==> config.mk <==
export PLATFORM = sky130hd
export DESIGN_NAME = memory_slot_admission_scheduler_unit
export DESIGN_NICKNAME = d
export VERILOG_FILES = /design/src/rtl/msas_pkg.sv /design/src/rtl/msas_alu.sv /design/src/rtl/msas_seq.sv /design/src/rtl/memory_slot_admission_scheduler_unit.sv
export SDC_FILE = /design/constraint.sdc
export NUM_CORES = 1
export LEC_CHECK = 0
export ABC_AREA = 1
export BUFFER_PORTS_ARGS = -buffer_cell sky130_fd_sc_hd__buf_2
export CORE_UTILIZATION = 26
export CTS_CLUSTER_DIAMETER = 200
export CTS_CLUSTER_SIZE = 14
export DETAILED_ROUTE_END_ITERATION = 8
export GPL_ROUTABILITY_DRIVEN = 0
export PLACE_DENSITY_LB_ADDON = 0.15
export SYNTH_ARGS = -nofsm -noshare
export SYNTH_HDL_FRONTEND = slang
export SYNTH_SLANG_ARGS = --single-unit
==> constraint.sdc <==
create_clock -name clk_i -period 12.95 [get_ports clk_i]
set_input_delay 0 -clock clk_i [delete_from_list [all_inputs] [get_ports clk_i]]
set_output_delay 0 -clock clk_i [all_outputs]
set_load 0.01 [all_outputs]
==> src/rtl/msas_pkg.sv <==
`timescale 1ns / 1ps
`default_nettype none

package msas_pkg;

  // Sizes of the running and waiting queues.
  localparam int RunSlots  = 8;
  localparam int WaitDepth = 16;

  localparam int RunIdxW  = (RunSlots > 1) ? $clog2(RunSlots) : 1;
  localparam int RunCntW  = $clog2(RunSlots + 1);
  localparam int WaitIdxW = (WaitDepth > 1) ? $clog2(WaitDepth) : 1;
  localparam int WaitCntW = $clog2(WaitDepth + 1);

  // Fixed field widths.
  localparam int IdW     = 16;
  localparam int MemW    = 16;
  localparam int MaxRunW = 4;
  localparam int JobsW   = 4;
  localparam int CfgW    = 16;

  localparam logic [MaxRunW-1:0] MaxRunReset = MaxRunW'(8);
  localparam logic [MemW-1:0]    MemCapReset = {MemW{1'b1}};

  typedef enum logic [0:0] {
    CMD_CREATE = 1'b0,
    CMD_KILL   = 1'b1
  } cmd_e;

  typedef enum logic [0:0] {
    CFG_MAX_RUNNING = 1'b0,
    CFG_MEM_CAPACITY = 1'b1
  } cfg_idx_e;

  typedef enum logic [2:0] {
    EV_QUEUED     = 3'd0,
    EV_ADMITTED   = 3'd1,
    EV_KILLED     = 3'd2,
    EV_ADMIT_WAIT = 3'd3,
    EV_REJECTED   = 3'd4,
    EV_NO_KILL    = 3'd5
  } event_e;

  typedef enum logic [2:0] {
    ST_IDLE,
    ST_CREATE,
    ST_KILL,
    ST_WREAD,
    ST_WCHECK,
    ST_EMIT
  } state_e;

  typedef enum logic [0:0] {
    ALU_ADD,
    ALU_SUB
  } alu_op_e;

  typedef struct packed {
    logic [IdW-1:0]  id;
    logic [MemW-1:0] mem;
  } entry_t;

  typedef struct packed {
    logic [MaxRunW-1:0] max_running;
    logic [MemW-1:0]    mem_capacity;
  } cfg_t;

  typedef struct packed {
    alu_op_e         op;
    logic [MemW-1:0] a;
    logic [MemW-1:0] b;
    logic [MemW-1:0] cap;
  } alu_req_t;

  typedef struct packed {
    logic [MemW:0] res;
    logic          le_cap;
    logic          lt_cap;
  } alu_rsp_t;

  typedef struct packed {
    event_e           ev;
    logic [IdW-1:0]   id;
    logic [MemW-1:0]  mem;
    logic [MemW-1:0]  used;
    logic [JobsW-1:0] jobs;
    logic             last;
  } result_t;

endpackage

`default_nettype wire

==> src/rtl/msas_alu.sv <==
`timescale 1ns / 1ps
`default_nettype none

// Shared add/subtract unit with the capacity compares on the sum.
module msas_alu import msas_pkg::*; (
  input  alu_req_t req_i,
  output alu_rsp_t rsp_o
);

  logic [MemW:0] sum;
  logic [MemW:0] diff;

  assign sum  = {1'b0, req_i.a} + {1'b0, req_i.b};
  assign diff = {1'b0, req_i.a} - {1'b0, req_i.b};

  always_comb begin
    rsp_o.res    = (req_i.op == ALU_SUB) ? diff : sum;
    rsp_o.le_cap = (sum <= {1'b0, req_i.cap});
    rsp_o.lt_cap = (sum < {1'b0, req_i.cap});
  end

endmodule

`default_nettype wire

==> src/rtl/msas_seq.sv <==
`timescale 1ns / 1ps
`default_nettype none

// Sequencer that owns both job queues and drives the shared arithmetic unit.
module msas_seq import msas_pkg::*; (
  input  logic            clk_i,
  input  logic            rst_ni,
  input  logic            in_valid_i,
  output logic            in_ready_o,
  input  logic            command_i,
  input  logic [IdW-1:0]  job_id_i,
  input  logic [MemW-1:0] job_memory_i,
  input  cfg_t            cfg_i,
  input  logic            out_free_i,
  output logic            emit_valid_o,
  output result_t         emit_o,
  output alu_req_t        alu_req_o,
  input  alu_rsp_t        alu_rsp_i
);

  state_e state_q, state_d;

  logic [IdW-1:0]      jid_q, jid_d;
  logic [MemW-1:0]     jmem_q, jmem_d;
  logic [RunIdxW-1:0]  run_head_q, run_head_d;
  logic [RunCntW-1:0]  run_cnt_q, run_cnt_d;
  logic [WaitIdxW-1:0] wait_head_q, wait_head_d;
  logic [WaitCntW-1:0] wait_cnt_q, wait_cnt_d;
  logic [MemW-1:0]     used_q, used_d;
  result_t             pend_q, pend_d;
  logic                more_q, more_d;

  entry_t run_mem [RunSlots];
  entry_t wait_mem [WaitDepth];
  entry_t run_rd_q;
  entry_t wait_rd_q;

  logic                run_we, wait_we;
  entry_t              run_wdata, wait_wdata;
  logic [RunIdxW-1:0]  run_widx;
  logic [WaitIdxW-1:0] wait_widx;
  logic [RunIdxW:0]    run_sum;
  logic [WaitIdxW:0]   wait_sum;
  logic [RunCntW-1:0]  slot_lim;
  logic                slot_free;
  logic                accept;
  logic [RunIdxW-1:0]  run_head_inc;
  logic [WaitIdxW-1:0] wait_head_inc;

  assign accept = in_valid_i && in_ready_o;

  assign slot_lim  = (32'(cfg_i.max_running) < RunSlots) ?
                     RunCntW'(cfg_i.max_running) : RunCntW'(RunSlots);
  assign slot_free = (run_cnt_q < slot_lim);

  // Tail positions wrap with one compare and subtract.
  assign run_sum  = {1'b0, run_head_q} + (RunIdxW + 1)'(run_cnt_q);
  assign run_widx = (32'(run_sum) >= RunSlots) ?
                    RunIdxW'(32'(run_sum) - RunSlots) : run_sum[RunIdxW-1:0];
  assign wait_sum  = {1'b0, wait_head_q} + (WaitIdxW + 1)'(wait_cnt_q);
  assign wait_widx = (32'(wait_sum) >= WaitDepth) ?
                     WaitIdxW'(32'(wait_sum) - WaitDepth) : wait_sum[WaitIdxW-1:0];

  assign run_head_inc  = (32'(run_head_q) == RunSlots - 1) ?
                         '0 : run_head_q + RunIdxW'(1);
  assign wait_head_inc = (32'(wait_head_q) == WaitDepth - 1) ?
                         '0 : wait_head_q + WaitIdxW'(1);

  always_comb begin
    state_d = state_q;
    case (state_q)
      ST_IDLE: begin
        if (accept) begin
          state_d = (command_i == CMD_KILL) ? ST_KILL : ST_CREATE;
        end
      end
      ST_CREATE: state_d = ST_EMIT;
      ST_KILL: begin
        state_d = (run_cnt_q == '0) ? ST_EMIT : ST_WREAD;
      end
      ST_WREAD:  state_d = ST_WCHECK;
      ST_WCHECK: state_d = ST_EMIT;
      ST_EMIT: begin
        if (out_free_i) begin
          state_d = more_q ? ST_WREAD : ST_IDLE;
        end
      end
      default: state_d = ST_IDLE;
    endcase
  end

  always_comb begin
    jid_d        = jid_q;
    jmem_d       = jmem_q;
    run_head_d   = run_head_q;
    run_cnt_d    = run_cnt_q;
    wait_head_d  = wait_head_q;
    wait_cnt_d   = wait_cnt_q;
    used_d       = used_q;
    pend_d       = pend_q;
    more_d       = more_q;
    run_we       = 1'b0;
    wait_we      = 1'b0;
    run_wdata    = '{id: jid_q, mem: jmem_q};
    wait_wdata   = '{id: jid_q, mem: jmem_q};
    in_ready_o   = 1'b0;
    emit_valid_o = 1'b0;
    emit_o       = pend_q;
    emit_o.last  = !more_q;
    alu_req_o    = '{op: ALU_ADD, a: used_q, b: jmem_q, cap: cfg_i.mem_capacity};

    case (state_q)
      ST_IDLE: begin
        in_ready_o = 1'b1;
        if (accept) begin
          jid_d  = job_id_i;
          jmem_d = job_memory_i;
        end
      end

      ST_CREATE: begin
        more_d = 1'b0;
        pend_d = '{ev: EV_REJECTED, id: jid_q, mem: jmem_q, used: used_q,
                   jobs: JobsW'(run_cnt_q), last: 1'b1};
        if (jid_q == '0 || jmem_q == '0) begin
          pend_d.ev = EV_REJECTED;
        end else if (alu_rsp_i.le_cap && slot_free) begin
          run_we      = 1'b1;
          run_cnt_d   = run_cnt_q + RunCntW'(1);
          used_d      = alu_rsp_i.res[MemW-1:0];
          pend_d.ev   = EV_ADMITTED;
          pend_d.used = used_d;
          pend_d.jobs = JobsW'(run_cnt_d);
        end else if (32'(wait_cnt_q) >= WaitDepth) begin
          pend_d.ev = EV_REJECTED;
        end else begin
          wait_we    = 1'b1;
          wait_cnt_d = wait_cnt_q + WaitCntW'(1);
          pend_d.ev  = EV_QUEUED;
        end
      end

      ST_KILL: begin
        alu_req_o.op = ALU_SUB;
        alu_req_o.b  = run_rd_q.mem;
        more_d       = 1'b0;
        if (run_cnt_q == '0) begin
          pend_d = '{ev: EV_NO_KILL, id: '0, mem: '0, used: used_q,
                     jobs: JobsW'(run_cnt_q), last: 1'b1};
        end else begin
          run_head_d = run_head_inc;
          run_cnt_d  = run_cnt_q - RunCntW'(1);
          // A borrow means the freed amount exceeds what is held: clamp to zero.
          used_d     = alu_rsp_i.res[MemW] ? '0 : alu_rsp_i.res[MemW-1:0];
          pend_d = '{ev: EV_KILLED, id: run_rd_q.id, mem: run_rd_q.mem,
                     used: used_d, jobs: JobsW'(run_cnt_d), last: 1'b1};
        end
      end

      ST_WREAD: begin
      end

      ST_WCHECK: begin
        alu_req_o.b = wait_rd_q.mem;
        more_d = (wait_cnt_q != '0) && slot_free && alu_rsp_i.lt_cap;
      end

      ST_EMIT: begin
        emit_valid_o = 1'b1;
        // The sum is recomputed here for the job about to move over.
        alu_req_o.b  = wait_rd_q.mem;
        if (out_free_i && more_q) begin
          run_we      = 1'b1;
          run_wdata   = wait_rd_q;
          run_cnt_d   = run_cnt_q + RunCntW'(1);
          used_d      = alu_rsp_i.res[MemW-1:0];
          wait_head_d = wait_head_inc;
          wait_cnt_d  = wait_cnt_q - WaitCntW'(1);
          pend_d = '{ev: EV_ADMIT_WAIT, id: wait_rd_q.id, mem: wait_rd_q.mem,
                     used: used_d, jobs: JobsW'(run_cnt_d), last: 1'b1};
        end
      end

      default: begin
      end
    endcase
  end

  always_ff @(posedge clk_i or negedge rst_ni) begin
    if (!rst_ni) begin
      state_q     <= ST_IDLE;
      run_head_q  <= '0;
      run_cnt_q   <= '0;
      wait_head_q <= '0;
      wait_cnt_q  <= '0;
      used_q      <= '0;
      more_q      <= 1'b0;
    end else begin
      state_q     <= state_d;
      run_head_q  <= run_head_d;
      run_cnt_q   <= run_cnt_d;
      wait_head_q <= wait_head_d;
      wait_cnt_q  <= wait_cnt_d;
      used_q      <= used_d;
      more_q      <= more_d;
    end
  end

  always_ff @(posedge clk_i) begin
    jid_q  <= jid_d;
    jmem_q <= jmem_d;
    pend_q <= pend_d;
  end

  // Queue storage: one write port each, head read registered every cycle.
  always_ff @(posedge clk_i) begin
    if (run_we) begin
      run_mem[run_widx] <= run_wdata;
    end
    run_rd_q <= run_mem[run_head_q];
  end

  always_ff @(posedge clk_i) begin
    if (wait_we) begin
      wait_mem[wait_widx] <= wait_wdata;
    end
    wait_rd_q <= wait_mem[wait_head_q];
  end

endmodule

`default_nettype wire

==> src/rtl/memory_slot_admission_scheduler_unit.sv <==
`timescale 1ns / 1ps
`default_nettype none

// Channel   Handshake               Payload
// input     in_valid_i/in_ready_o   command_i, job_id_i, job_memory_i
// result    out_valid_o/out_ready_i event_res_o, event_job_id_o, event_job_memory_o,
//                                   memory_in_use_o, jobs_running_o, last_o
// config    cfg_we_i (no wait)      cfg_idx_i, cfg_wdata_i
//
// A create passes the CREATE and EMIT states, then the result register. A kill
// goes from KILL straight to EMIT when no job runs and through WREAD and WCHECK
// to EMIT otherwise; each job then admitted from the waiting queue passes
// through WREAD, WCHECK and EMIT again. The sequencer runs every sum and compare
// through one shared add/subtract unit and reads queue heads from registered
// memory ports. Reset clears the queue pointers, counts and memory in use, and
// sets the limits to eight jobs and 65535 units; queue contents are not cleared.
// A stalled result holds the sequencer until the result register frees up.

module memory_slot_admission_scheduler_unit import msas_pkg::*; (
  input  logic               clk_i,
  input  logic               rst_ni,
  input  logic               in_valid_i,
  output logic               in_ready_o,
  input  logic               command_i,
  input  logic [IdW-1:0]     job_id_i,
  input  logic [MemW-1:0]    job_memory_i,
  output logic               out_valid_o,
  input  logic               out_ready_i,
  output logic [2:0]         event_res_o,
  output logic [IdW-1:0]     event_job_id_o,
  output logic [MemW-1:0]    event_job_memory_o,
  output logic [MemW-1:0]    memory_in_use_o,
  output logic [JobsW-1:0]   jobs_running_o,
  output logic               last_o,
  input  logic               cfg_we_i,
  input  logic [0:0]         cfg_idx_i,
  input  logic [CfgW-1:0]    cfg_wdata_i
);

  logic [MaxRunW-1:0] max_running_q, max_running_d;
  logic [MemW-1:0]    mem_cap_q, mem_cap_d;
  cfg_t               cfg;

  logic     out_valid_q, out_valid_d;
  result_t  out_q, out_d;
  logic     out_free;
  logic     emit_valid;
  result_t  emit;
  alu_req_t alu_req;
  alu_rsp_t alu_rsp;

  // Configuration writes land directly in their registers.
  always_comb begin
    max_running_d = max_running_q;
    mem_cap_d     = mem_cap_q;
    if (cfg_we_i) begin
      case (cfg_idx_e'(cfg_idx_i))
        CFG_MAX_RUNNING:  max_running_d = cfg_wdata_i[MaxRunW-1:0];
        CFG_MEM_CAPACITY: mem_cap_d     = cfg_wdata_i[MemW-1:0];
        default: begin
        end
      endcase
    end
  end

  always_ff @(posedge clk_i or negedge rst_ni) begin
    if (!rst_ni) begin
      max_running_q <= MaxRunReset;
      mem_cap_q     <= MemCapReset;
    end else begin
      max_running_q <= max_running_d;
      mem_cap_q     <= mem_cap_d;
    end
  end

  assign cfg = '{max_running: max_running_q, mem_capacity: mem_cap_q};

  msas_alu u_alu (
    .req_i (alu_req),
    .rsp_o (alu_rsp)
  );

  msas_seq u_seq (
    .clk_i        (clk_i),
    .rst_ni       (rst_ni),
    .in_valid_i   (in_valid_i),
    .in_ready_o   (in_ready_o),
    .command_i    (command_i),
    .job_id_i     (job_id_i),
    .job_memory_i (job_memory_i),
    .cfg_i        (cfg),
    .out_free_i   (out_free),
    .emit_valid_o (emit_valid),
    .emit_o       (emit),
    .alu_req_o    (alu_req),
    .alu_rsp_i    (alu_rsp)
  );

  // Result register: a new result is loaded when the slot is empty or being drained.
  assign out_free = !out_valid_q || out_ready_i;

  always_comb begin
    out_valid_d = out_valid_q;
    out_d       = out_q;
    if (out_free) begin
      out_valid_d = emit_valid;
      if (emit_valid) begin
        out_d = emit;
      end
    end
  end

  always_ff @(posedge clk_i or negedge rst_ni) begin
    if (!rst_ni) begin
      out_valid_q <= 1'b0;
    end else begin
      out_valid_q <= out_valid_d;
    end
  end

  always_ff @(posedge clk_i) begin
    out_q <= out_d;
  end

  assign out_valid_o        = out_valid_q;
  assign event_res_o        = out_q.ev;
  assign event_job_id_o     = out_q.id;
  assign event_job_memory_o = out_q.mem;
  assign memory_in_use_o    = out_q.used;
  assign jobs_running_o     = out_q.jobs;
  assign last_o             = out_q.last;

endmodule

`default_nettype wire

==> impl_metrics.env <==
export IMPL_cts_buffer_depth=3
export IMPL_setup_violations=0
export IMPL_seq_area_frac_synth=0.7067
export IMPL_layout_drive_gt1_share=0.09719
export IMPL_cts_root_buf="clkbuf_16"
export IMPL_fmaxAchievable_mhz=128.0
export IMPL_min_period_ns=7.814
export IMPL_final_setup_skew_ns=0.04674
export IMPL_placed_area_sq_um=45820
export IMPL_synth_warnings=0
export IMPL_rows=148
export IMPL_grtUsageTotal=0.1600
export IMPL_cp_start_kind="register"
export IMPL_grt_overflow=0
export IMPL_drtIter0Drc=2642
export IMPL_layout_nets=3845
export IMPL_viasPerCell=4.690
export IMPL_hold_violations=0
export IMPL_synthSimpleGateAreaFrac=0.1251
export IMPL_rr_worst_depth=34
export IMPL_drc=0
export IMPL_yosys_most_used_dff="edfxtp_1"
export IMPL_wire_per_inst_um=22.48
export IMPL_worstMarginPinSlew_ns=1.166
export IMPL_synth_cells=3569
export IMPL_crit_top_cell="nand2_1"
export IMPL_hp_class="input pin to register"
export IMPL_crit_family="simple AND/OR/NAND/NOR gates"
export IMPL_tns_ns=0
export IMPL_dp_hpwl_um=79380
export IMPL_yosysTopAreaCell="edfxtp_1"
export IMPL_rsz0062_at_grt="false"
export IMPL_dieArea_sq_um=165400
export IMPL_synthAdderAreaFrac=0.02116
export IMPL_start_util=0.2619
export IMPL_final_area_sq_um=49020
export IMPL_synth_edf_count=911
export IMPL_drv_cap=0
export IMPL_avgSynthCellArea_sq_um=11.93
export IMPL_wl_met1_um=65510
export IMPL_ys_async_sr_fraction=0.05523
export IMPL_synth_area_mux_share=0.0002351
export IMPL_die_h_um=406.7
export IMPL_ios=113
export IMPL_synthTopCellsByArea="edfxtp_1 (64%), nand2_1 (5.1%), o21ai_0 (4.1%)"
export IMPL_slew_violations=0
export IMPL_outcome="complete, no violations"
export IMPL_vias=27910
export IMPL_core_sq_um=162600
export IMPL_htree_levels=3
export IMPL_synth_top_family_by_area="simple AND/OR/NAND/NOR gates"
export IMPL_antenna_left=0
export IMPL_timing_reg2reg_setup_slack_ns=5.14
export IMPL_yosys_cell_types_count=54
export IMPL_cts_setup_buffers=0
export IMPL_antenna_found_initial=7
export IMPL_cp_end_kind="register"
export IMPL_firstDrtPassIters=5
export IMPL_syn_area_sq_um=42570
export IMPL_yosys_area_top_type_share=0.6426
export IMPL_place_ws_ns=5.137
export IMPL_cpPeakStageDelay_ns=1.08
export IMPL_mappedNetlistNets=3693
export IMPL_crit_cells=34
export IMPL_cts_clk_slew_worst_paths_ns=0.08
export IMPL_route_met3_wl_um=5722
export IMPL_worstHoldPathCells=2
export IMPL_dr_wl_met2_um=60410
export IMPL_synth_xor_area_frac=0.004526
export IMPL_wl_um=133800
export IMPL_maxUsedRoutingLayer="met4"
export IMPL_critPathSlowestCell="nor2_4"
export IMPL_worstSetupPathType="register to register"
export IMPL_cts_tree="yes"
export IMPL_cts_buffers=83
export IMPL_cts_sinks=1032
export IMPL_grt_pass1_vias=26930
export IMPL_p_leak_nw=17.09
export IMPL_critPathArrivalTime_ns=8.11
export IMPL_cp_required_ns=13.25
export IMPL_setup_slack_ns=5.136
export IMPL_powerDensity_nw_per_um2=263.9
export IMPL_cp_num_buf_inv=6
export IMPL_vdd_drop_max_v=0.0001489
export IMPL_die_w_um=406.7
export IMPL_fin_crit_sh=0.6034
export IMPL_ys_ff_latch=1032
export IMPL_syn_to_final_growth_pct=15.14
export IMPL_portBuffers=112
export IMPL_grt_start_max_net_pins=147
export IMPL_synth_compound_area_share=0.1062
export IMPL_worstSkewPairLatency_ns=0.71
export IMPL_grt_pass1_wl_um=193300
export IMPL_crit_fanout=45
export IMPL_relSlewSlack=0.2207
stage by stage:
step / total power, mW / utilization / instances / hold WS (ns)
floorplan: 8.404 / - / 3569 / -0.2956
global placement: 10.58 / 0.2818 / 5732 / 0.08954
detailed placement: 10.56 / 0.2818 / 5732 / 0.08774
CTS: 13.07 / 0.3015 / 5951 / 0.001370
global route: 13.82 / 0.3015 / 5951 / 0.02953
finish: 12.94 / 0.3015 / 5952 / 0.03395
report_power, final:
part	total [mW]	switching (mW)	internal, mW
combinational	5.65	4.13	1.52
sequential	4.84	0.376	4.46
clock	2.45	1.23	1.22
flip-flops by register name, summed over array words and instances (netlist names), 16 cells and up:
signal              count
event_job_id_o         16
event_job_memory_o     16
mem_cap_q              16
memory_in_use_o        16
u_seq.emit_o           55
u_seq.jid_q            16
u_seq.jmem_q           16
u_seq.run_mem         256
u_seq.run_rd_q         32
u_seq.used_q           16
u_seq.wait_mem        512
u_seq.wait_rd_q        32
Yosys cell counts (5+ instances only):
library cell  instances
a31oi_1              32
o21ai_0             352
edfxtp_1            911
ha_1                 64
buf_2                35
fa_1                  5
xor2_1               15
buf_1                12
nor2_1              453
nand3_1             150
o211ai_1             33
o22ai_1             104
a221oi_1             36
clkbuf_1            145
buf_4                 6
nor4_1               11
inv_1               173
xnor2_1               7
inv_2                 8
nand4_1              63
a21oi_1             137
nand2_1             573
o221ai_1             30
dfrtp_1              40
nor3_1               12
dfstp_2              17
o21ai_1               5
a22oi_1              25
dfxtp_1              64
logic make-up (layout without fill, tap and decap cells):
kind of cell             after synthesis  in the layout
flip-flops                          1032           1032
other                                  0              1
AND/OR/NAND/NOR                     1283           1283
buffers and inverters                387            594
adder cells (fa/ha/maj)               69             69
XOR/XNOR                              22             22
multiplexers                           1              1
AO/OA/AOI/OAI                        775            775
repair_timing:
item,4_1_cts,5_1_grt
gates resized for setup,0,0
hold buffers,79,0
hold endpoints to repair,115,0
layer usage:
layer / GRT usage / vias to the layer above
met3: 0.01925 / 115
met5: 0 / -
met1: 0.2349 / 14000
met4: 0.03529 / 0
li1: - / 13150
met2: 0.2510 / 646
worst reg2reg max path: cells and delay by family (launching register included):
| kind | cells | cell delay, ns |
|---|---|---|
| fa+ha+maj | 3 | 0.91 |
| simple gates | 22 | 4.69 |
| xor+xnor | 1 | 0.26 |
| buf+inv | 6 | 0.83 |
| compound gates | 2 | 0.30 |
| flops | 1 | 0.42 |
placed cells by master (no fill, tap or decap), drive strengths merged:
cell / instances
o311ai: 1
inv: 184
clkbuf: 133
a211oi: 3
xor2: 15
dfstp: 17
nand4: 63
or2: 1
fa: 5
nor3: 13
o211ai: 33
or3: 1
o31ai: 4
a22oi: 25
o21a: 2
edfxtp: 911
diode: 1
nand2: 579
a31oi: 32
o21ai: 357
mux2i: 1
ha: 64
nor2: 458
nand3b: 3
nor4: 11
a21oi: 140
xnor2: 7
clkinv: 10
buf: 188
a21o: 3
o22ai: 104
dlygate4sd3: 79
nand3: 154
o32ai: 1
o221ai: 30
o21bai: 4
dfxtp: 64
dfrtp: 40
a221oi: 36
area by class of cell:
cell class / count / area [sq um]
fillers: 16680 / 113600
flip-flops and latches: 1032 / 30100
multi-input cells: 2150 / 11140
well taps: 2175 / 2721
clock buffers: 133 / 2286
repair buffers: 267 / 1937
inverters: 187 / 713.2
clock inverters: 7 / 120.1
diodes: 1 / 2.502
path summary, 6_finish.rpt:
| kind | startpoint | endpoint |
|---|---|---|
| setup / recovery | u_seq.state_q[0] | u_seq.run_mem[0][15] |
| hold / removal | job_memory_i[4] | u_seq.jmem_q[4] |
| setup reg to reg | u_seq.state_q[0] | u_seq.run_mem[0][15] |
| hold reg to reg | u_seq.emit_o[50] | event_job_id_o[13] |
| max in group asynchronous | rst_ni | mem_cap_q[14] |
| min in group asynchronous | rst_ni | u_seq.used_q[15] |
(Power assumes the default switching activity.)
